--- src/rtl/multiplexed_servo_pulse_generator_macros.svh ---
// Assertion macros for the multiplexed servo pulse generator.
// Included by the top level; needs no other file.
`ifndef MULTIPLEXED_SERVO_PULSE_GENERATOR_MACROS_SVH
`define MULTIPLEXED_SERVO_PULSE_GENERATOR_MACROS_SVH

// Same-cycle implication, checked outside reset.
`define MSPG_ASSERT_NOW(label, clk, rst_n, ante, cons, msg) \
	label: assert property (@(posedge clk) disable iff (!rst_n) (ante) |-> (cons)) \
		else $error(msg);

// Next-cycle implication, checked outside reset.
`define MSPG_ASSERT_NEXT(label, clk, rst_n, ante, cons, msg) \
	label: assert property (@(posedge clk) disable iff (!rst_n) (ante) |=> (cons)) \
		else $error(msg);

`endif

--- src/rtl/mspg_pkg.sv ---
// Shared types and constants for the multiplexed servo pulse generator.
// No dependencies.
`default_nettype none
package mspg_pkg;

	localparam int SERVO_COUNT_DEF = 4;
	localparam int PIN_COUNT       = 4;

	localparam logic [15:0] STOP_WIDTH_TICKS = 16'd937;
	localparam logic [15:0] PERIOD_RESET     = 16'd12499;
	localparam logic [15:0] SLOT_RESET       = 16'd3125;

	// Item function codes
	localparam logic FUNC_TICK  = 1'b0;
	localparam logic FUNC_WRITE = 1'b1;

	// Configuration register indexes
	typedef enum logic [0:0] {
		CFG_PERIOD_LAST_TICK = 1'b0,
		CFG_SLOT_WIDTH_TICKS = 1'b1
	} cfg_idx_t;

	typedef struct packed {
		logic        func;
		logic [1:0]  servo_index;
		logic [15:0] width_ticks;
	} cmd_t;

	typedef struct packed {
		logic [PIN_COUNT-1:0] servo_pins;
		logic                 edge_event;
	} rsp_t;

	typedef struct packed {
		logic [15:0] period_last_tick;
		logic [15:0] slot_width_ticks;
	} cfg_t;

endpackage
`default_nettype wire

--- src/rtl/mspg_core.sv ---
// Slot timer, compare logic, pulse width store and pin levels.
// Depends on mspg_pkg.
`default_nettype none
module mspg_core
	import mspg_pkg::*;
#(
	parameter int SERVO_COUNT = SERVO_COUNT_DEF
) (
	input  wire logic clk,
	input  wire logic arst_n,
	input  wire logic en,
	input  wire cmd_t item,
	input  wire cfg_t cfg,
	output rsp_t      res
);

	localparam int AW = (SERVO_COUNT > 1) ? $clog2(SERVO_COUNT) : 1;

	logic [15:0]          timer_q;
	logic [15:0]          compare_q;
	logic [AW-1:0]        active_q;
	logic                 rising_q;
	logic [15:0]          widths_q [SERVO_COUNT];
	logic [PIN_COUNT-1:0] pins_q;

	logic [15:0]          timer_d;
	logic [15:0]          compare_d;
	logic [AW-1:0]        active_d;
	logic                 rising_d;
	logic [PIN_COUNT-1:0] pins_d;
	logic                 edge_d;
	logic [AW-1:0]        cur;
	logic [AW:0]          nxt_slot;
	logic [16+AW:0]       slot_start;
	logic                 is_tick;
	logic                 match;

	assign is_tick    = (item.func == FUNC_TICK);
	assign cur        = (32'(active_q) >= SERVO_COUNT) ? '0 : active_q;
	assign nxt_slot   = {1'b0, cur} + {{AW{1'b0}}, 1'b1};
	assign slot_start = cfg.slot_width_ticks * nxt_slot;
	assign match      = is_tick && (timer_q == compare_q);

	always_comb begin
		timer_d   = timer_q;
		compare_d = compare_q;
		active_d  = active_q;
		rising_d  = rising_q;
		pins_d    = pins_q;
		edge_d    = 1'b0;
		if (match) begin
			edge_d = 1'b1;
			for (int p = 0; p < PIN_COUNT; p++) begin
				if (32'(cur) == p) begin
					pins_d[p] = rising_q;
				end
			end
			if (rising_q) begin
				compare_d = compare_q + widths_q[cur];
				rising_d  = 1'b0;
			end else begin
				if (32'(cur) == SERVO_COUNT - 1) begin
					compare_d = '0;
					active_d  = '0;
				end else begin
					compare_d = slot_start[15:0];
					active_d  = nxt_slot[AW-1:0];
				end
				rising_d = 1'b1;
			end
		end
		if (is_tick) begin
			timer_d = (timer_q == cfg.period_last_tick) ? '0 : timer_q + 16'd1;
		end
	end

	assign res.servo_pins = pins_d;
	assign res.edge_event = edge_d;

	always_ff @(posedge clk or negedge arst_n) begin
		if (!arst_n) begin
			timer_q   <= '0;
			compare_q <= '0;
			active_q  <= '0;
			rising_q  <= 1'b1;
			pins_q    <= '0;
			for (int i = 0; i < SERVO_COUNT; i++) begin
				widths_q[i] <= STOP_WIDTH_TICKS;
			end
		end else if (en) begin
			timer_q   <= timer_d;
			compare_q <= compare_d;
			active_q  <= active_d;
			rising_q  <= rising_d;
			pins_q    <= pins_d;
			// width writes take hold at the servo's next rising match
			if (item.func == FUNC_WRITE) begin
				for (int i = 0; i < SERVO_COUNT; i++) begin
					if (32'(item.servo_index) == i) begin
						widths_q[i] <= item.width_ticks;
					end
				end
			end
		end
	end

endmodule
`default_nettype wire

--- src/rtl/multiplexed_servo_pulse_generator.sv ---
// Multiplexed servo pulse generator: top level with handshake stages.
// Depends on mspg_pkg, mspg_core and the assertion macro header.
// Usage:
//   cmd channel (cmd_valid / cmd_stall / cmd) carries one item per
//   transfer: a timer tick (func = tick) or a pulse width write for one
//   servo (func = write, servo_index, width_ticks).
//   rsp channel (rsp_valid / rsp_stall / rsp) returns exactly one item per
//   command item: the pin levels after that item and an edge flag set when
//   a compare match toggled a pin.
//   cfg port (cfg_we / cfg_index / cfg_data) writes the period and slot
//   width registers; write it only while no items are in flight.
// Path: an accepted item passes through the input register and then the
//   result register before it is presented on rsp.
// Throughput: one item per cycle while rsp_stall is low; one compare / add /
//   slot multiply pass sits between the input register and the result register.
// Reset (arst_n low): channels go empty, timer and compare clear, servo 0
//   is active awaiting its rising edge, all widths return to the stop
//   position, all pins low, registers return to their defaults.
// Stall: while rsp_stall holds, the result holds and the input register
//   keeps one more item; cmd_stall rises once both are full.
`default_nettype none
`include "multiplexed_servo_pulse_generator_macros.svh"
module multiplexed_servo_pulse_generator
	import mspg_pkg::*;
#(
	parameter int SERVO_COUNT = SERVO_COUNT_DEF
) (
	input  wire logic        clk,
	input  wire logic        arst_n,
	input  wire logic        cfg_we,
	input  wire logic [0:0]  cfg_index,
	input  wire logic [15:0] cfg_data,
	input  wire logic        cmd_valid,
	output logic             cmd_stall,
	input  wire cmd_t        cmd,
	output logic             rsp_valid,
	input  wire logic        rsp_stall,
	output rsp_t             rsp
);

	cfg_t cfg_q;
	logic valid_s1;
	cmd_t item_s1;
	logic rsp_valid_q;
	rsp_t rsp_q;
	rsp_t res;
	logic adv;
	logic cmd_take;

	// Result register can load when empty or being taken this cycle.
	assign adv       = !rsp_valid_q || !rsp_stall;
	assign cmd_stall = valid_s1 && !adv;
	assign cmd_take  = cmd_valid && !cmd_stall;

	// Configuration registers: plain writes, unknown indexes do nothing.
	always_ff @(posedge clk or negedge arst_n) begin
		if (!arst_n) begin
			cfg_q.period_last_tick <= PERIOD_RESET;
			cfg_q.slot_width_ticks <= SLOT_RESET;
		end else if (cfg_we) begin
			unique case (cfg_idx_t'(cfg_index))
				CFG_PERIOD_LAST_TICK: cfg_q.period_last_tick <= cfg_data;
				CFG_SLOT_WIDTH_TICKS: cfg_q.slot_width_ticks <= cfg_data;
				default: ;
			endcase
		end
	end

	// Input register: hold the item until the result register takes it.
	always_ff @(posedge clk or negedge arst_n) begin
		if (!arst_n) begin
			valid_s1 <= 1'b0;
		end else if (cmd_take) begin
			valid_s1 <= 1'b1;
		end else if (adv) begin
			valid_s1 <= 1'b0;
		end
	end

	always_ff @(posedge clk) begin
		if (cmd_take) begin
			item_s1 <= cmd;
		end
	end

	// State update and result in one pass, committed as the item moves on.
	mspg_core #(
		.SERVO_COUNT(SERVO_COUNT)
	) u_core (
		.clk   (clk),
		.arst_n(arst_n),
		.en    (valid_s1 && adv),
		.item  (item_s1),
		.cfg   (cfg_q),
		.res   (res)
	);

	// Result register
	always_ff @(posedge clk or negedge arst_n) begin
		if (!arst_n) begin
			rsp_valid_q <= 1'b0;
		end else if (adv) begin
			rsp_valid_q <= valid_s1;
		end
	end

	always_ff @(posedge clk) begin
		if (adv && valid_s1) begin
			rsp_q <= res;
		end
	end

	assign rsp_valid = rsp_valid_q;
	assign rsp       = rsp_q;

	`MSPG_ASSERT_NOW(a_stall_only_when_full, clk, arst_n, cmd_stall, valid_s1 && rsp_valid_q, "cmd stalled with a free stage")
	`MSPG_ASSERT_NEXT(a_item_reaches_rsp, clk, arst_n, valid_s1 && adv, rsp_valid, "item lost between stages")
	`MSPG_ASSERT_NEXT(a_write_no_edge, clk, arst_n, valid_s1 && adv && (item_s1.func == FUNC_WRITE), !rsp.edge_event, "width write flagged an edge")

endmodule
`default_nettype wire
--- config.mk ---
export PLATFORM = sky130hd
export DESIGN_NAME = multiplexed_servo_pulse_generator
export DESIGN_NICKNAME = d
export VERILOG_FILES = /design/src/rtl/mspg_pkg.sv /design/src/rtl/mspg_core.sv /design/src/rtl/multiplexed_servo_pulse_generator.sv
export VERILOG_INCLUDE_DIRS = /design/src /design/src/rtl
export SDC_FILE = /design/constraint.sdc
export NUM_CORES = 1
export LEC_CHECK = 0
export BUFFER_PORTS_ARGS = -buffer_cell sky130_fd_sc_hd__clkbuf_2
export CAP_MARGIN = 0
export CORE_UTILIZATION = 60
export DETAILED_ROUTE_END_ITERATION = 6
export PLACE_DENSITY = 0.87
export REMOVE_ABC_BUFFERS = 1
export SLEW_MARGIN = 20
export SYNTH_ARGS = -nofsm -noshare
export SYNTH_HDL_FRONTEND = slang
export SYNTH_SLANG_ARGS = --single-unit
--- constraint.sdc ---
create_clock -name clk -period 13.4 [get_ports clk]
set_clock_uncertainty 0.1 [all_clocks]
set_input_delay 2.68 -clock clk [delete_from_list [all_inputs] [get_ports clk]]
set_output_delay 2.68 -clock clk [all_outputs]
set_load 0.01 [all_outputs]
---- Yosys cells after proc, flatten, opt, wreduce, memory -nomap -nowiden ----
Index checks and enable logic that the tools add are counted.
word-level totals
  bits of input ports ..................... 41
  word-level logic and storage cells ...... 72
  register bits ........................... 161
  output and inout port bits .............. 7
cells by class
  bitwise gates (word level) .............. 4
  muxes and demuxes ....................... 16
  equal/unequal tests ..................... 8
  $lt $le $gt $ge ......................... 1
  reduce and logical (&&, ||, !) cells .... 21
  multipliers ............................. 1
  $add $sub $neg .......................... 3
operators with widths
  operator                                             count
  two-way mux 16 bit                                   5
  binary-select mux 16 bit (select 2 bit)              1
  equality test 16 bit                                 2
  adder 16 x 1 -> 16 bit, second input constant        1
  adder 16 bit                                         1
  multiplier 16 x 3 -> 16 bit                          1
  AND reduction 3 bit                                  5
  equality test 2 bit, second input constant           4
  two-way mux 1 bit                                    8
  AND reduction 2 bit                                  4
  equality test 2 x 1 -> 1 bit, second input constant  2
  logical AND 1 bit                                    4
  zero test 1 bit                                      4
  zero test 2 bit                                      2
  two-way mux 4 bit                                    1
  adder 2 x 1 -> 3 bit, second input constant          1
  >= comparator 3 bit, second input constant           1
  inverter 1 bit                                       3
  inverter 2 -> 3 bit                                  1
  two-way mux 2 bit                                    1
  nonzero test 2 bit                                   1
  logical OR 1 bit                                     1

---- Logic depth before layout (Yosys ltp) ----
  depth after elaboration ................. 7
  gate-level depth with buffers ........... 18
  gate-level depth less buffers ........... 15

---- Hierarchy ----
Synthesis repeated with hierarchy kept, for this count alone.
unflattened totals
  cells, all modules ...................... 741
  area, all modules ....................... 8919.8 um^2
modules (own cells, without submodules)
  module                             instances  sequential area each (um^2)  cells an instance  area an instance (um^2)
  mspg_core                          1          2608.8                       640                6849.1
  multiplexed_servo_pulse_generator  1          1587.8                       101                2070.7

---- Worst setup path before layout ----
OpenSTA, ideal clock, no wires.
  path kind ............................... input port to output port
  start ................................... input port rsp_stall
  end ..................................... output port cmd_stall
  stages .................................. 2
  slack ................................... 7.748 ns
  data arrival time ....................... 2.872 ns
  data required time ...................... 10.620 ns
  path buffers ............................ 0
  path through ............................ nand3_1 -> inv_1
between the ends
  longest elaborated chain between the ends .. 4
RTL lines
  item               line                                     RTL
  from (decl)        multiplexed_servo_pulse_generator.sv:37  input wire logic rsp_stall,
  zero test 1 bit    multiplexed_servo_pulse_generator.sv:51  assign adv = !rsp_valid_q || !rsp_stall;
  logical OR 1 bit   multiplexed_servo_pulse_generator.sv:51
  zero test 1 bit    multiplexed_servo_pulse_generator.sv:52  assign cmd_stall = valid_s1 && !adv;
  logical AND 1 bit  multiplexed_servo_pulse_generator.sv:52
  to (decl)          multiplexed_servo_pulse_generator.sv:34  output logic cmd_stall,
Every way passes these cells.

---- Worst setup path in the final report ----
Ends and elaborated chain as after synthesis.

==> summary.txt <==
maximum root-to-sink buffer count - 2
worst-margin pin slew - 1.01 ns
top_reg_cell synth - dfrtp_1
hold depth - 1
Starting Density - 61.7%
1st-iter DRT viols - 408
Post-Route Utilization - 68.0%
synthesis warning total - 0
via count - 6067
DR DRC count - 0
largest net degree at the start of global routing - 81
post-CTS sizing - 0
Reg2Reg Depth - 15
Worst Path Max Fanout - 3
post-synthesis async set-or-reset flop share - 85.1%
total of max-cap violations - 0
relative slew slack - 32.6%
fmax - 169 MHz
Final Power - 0.00183 W
Worst R2R Start - u_core.active_q[1]
grt ovf - 0
post-synth cell types - 66
worst skew pair latency - 0.43 ns
CP Class - input pin to primary output
Antenna Cells - 0
first-pass GRT wire length - 31500 um
Yosys reg bits - 161
Psw - 0.000627 W
R2R Path End - u_core.compare_q[10]
hold endpoint - rsp_valid
initial antenna violation count - 0
status - completed
CTS clk-pin slew, worst paths - 0.06 ns
hold_buf cts - 0
sequential power share - 39.1%
Seq/Total Area, Yosys - 46.6%
power share of the clock group - 25.0%
Cells after Synth - 781
layout cells sized above 1 - 29.5%
VDD IR-drop max - 176 uV
fin nets - 910
clock root buffer - clkbuf_16
worst hold path class - flop to flop
gpl congestion - 0.868
Die Height - 125 um
post-DP HPWL - 13100 um
Pleak - 4.30 nW
most frequent cells in the layout - mux2_2, dfrtp_1, nand2_1, xnor2_1, clkbuf_2
Area Overhead vs Synth - 10.1%
Post-synth EDFFs - 24
post-route cell area - 9910 um^2
CORE AREA - 14600 um^2
Worst Path Arrival - 3.14 ns
Comb power frac - 35.8%
Power Dens Cells - 185 nW/um^2
clk sinks - 161
Internal - 0.00120 W
Setup crit start kind - input pin
Cell Area, Placed - 9360 um^2
1st-pass router iterations - 5
min cycle time layout - 5.92 ns
final hold vios - 0
I/O Buffers - 47
Reg2Reg Setup Slack - 8.85 ns
FP Rows - 44
CTS tree - done
# IOs - 48
# Post-CTS Setup Buffers - 0
CP required - 10.62 ns
unrepaired setup endpoints after global routing - false
WL final - 18500 um
Post-Syn Area - 9010 um^2
Avg WL per Cell - 18.2 um
Antenna Nets Post-Route - 0
hold path start - valid_s1
Switching Fraction - 34.3%
final setup fails - 0
vias per cell - 5.97
H-tree depth - 4
Die X - 125 um
Post-Place Worst Slack - 7.47 ns
Fin Setup TNS - 0 ns
total CTS buffers - 17
vias in the first global route - 6187
final worst path period share - 44.2%
Setup WS post-layout - 7.48 ns
CP endpoint kind - primary output
GR Util All Layers - 26.0%
Max Slew Vio Count - 0
Mean Syn Cell Area - 11.5 um^2
die area - 15500 um^2
-- metal layers --
metal  routed length (um)  GRT usage [%]
met1                 8040           33.5
met4                  433           9.50
met2                 9160           43.1
met5                    0              0
met3                  918           5.88
-- layout make-up --
type	count	area, um^2
multi-input combinational	548	4510
tap	184	230
inverter	41	154
timing repair buffer	51	272
clock buffer	23	468
clock inverter	9	85.1
sequential	161	4200
fill	1047	4670
-- how the worst max path moves through the flow --
stage	start	to	slack, ns	depth (start not counted)
floorplan	rsp_stall	cmd_stall	7.75	2
global placement	rsp_stall	cmd_stall	7.51	4
detailed placement	rsp_stall	cmd_stall	7.47	4
CTS	rsp_stall	cmd_stall	7.47	4
global route	rsp_stall	cmd_stall	7.42	4
finish	rsp_stall	cmd_stall	7.48	4
-- registers in the layout (all words and copies together) (netlist names) --
signal and count:
cfg_q 32, item_s1 19, rsp 5, rsp_valid 1, u_core.active_q 2, u_core.compare_q 16
u_core.pins_q 4, u_core.rising_q 1, u_core.timer_q 16, u_core.widths_q 64, valid_s1 1
-- power by group through the flow --
stage / Combinational (W) / Clock, W / Sequential, W
3_3_place_gp: 0.000623 / 0 / 0.000714
4_1_cts: 0.000655 / 0.000465 / 0.000715
6_report: 0.000656 / 0.000459 / 0.000717
2_1_floorplan: 0.000522 / 0 / 0.000685
3_5_place_dp: 0.000647 / 0 / 0.000721
5_1_grt: 0.000743 / 0.000485 / 0.000728
-- Yosys cell counts (22+ instances only) --
cell type   n  area, um^2
dfrtp_1    99        2480
o21ai_0    28         140
a21oi_1    23         115
nand3_1    22         110
ha_1       34         425
dfstp_2    38         998
inv_1      41         154
mux2_2     99        1110
nand2_1    86         323
edfxtp_1   24         721
xnor2_1    47         412
nor2_1     34         128
-- per-stage QoR --
stage / hold WS (ns) / std cells
6_report: 0.389 / 1017
5_1_grt: 0.413 / 1017
4_1_cts: 0.395 / 1017
3_5_place_dp: 0.381 / 985
3_3_place_gp: 0.363 / 985
2_1_floorplan: 0.352 / 750
-- kinds of logic after synthesis --
| group | Yosys count | share of synthesized area [%] |
|---|---|---|
| buf+inv | 72 | 3.35 |
| mux | 120 | 17.1 |
| simple gates | 217 | 11.7 |
| flops | 161 | 46.6 |
| xor+xnor | 57 | 5.54 |
| fa+ha+maj | 49 | 8.06 |
| compound gates | 105 | 7.70 |
-- critical path, cell delays in order --
cell      delay, ns
clkbuf_2       0.13
nand3_1        0.13
inv_1          0.07
clkbuf_2       0.12
Power figures use the tool's default switching activity.
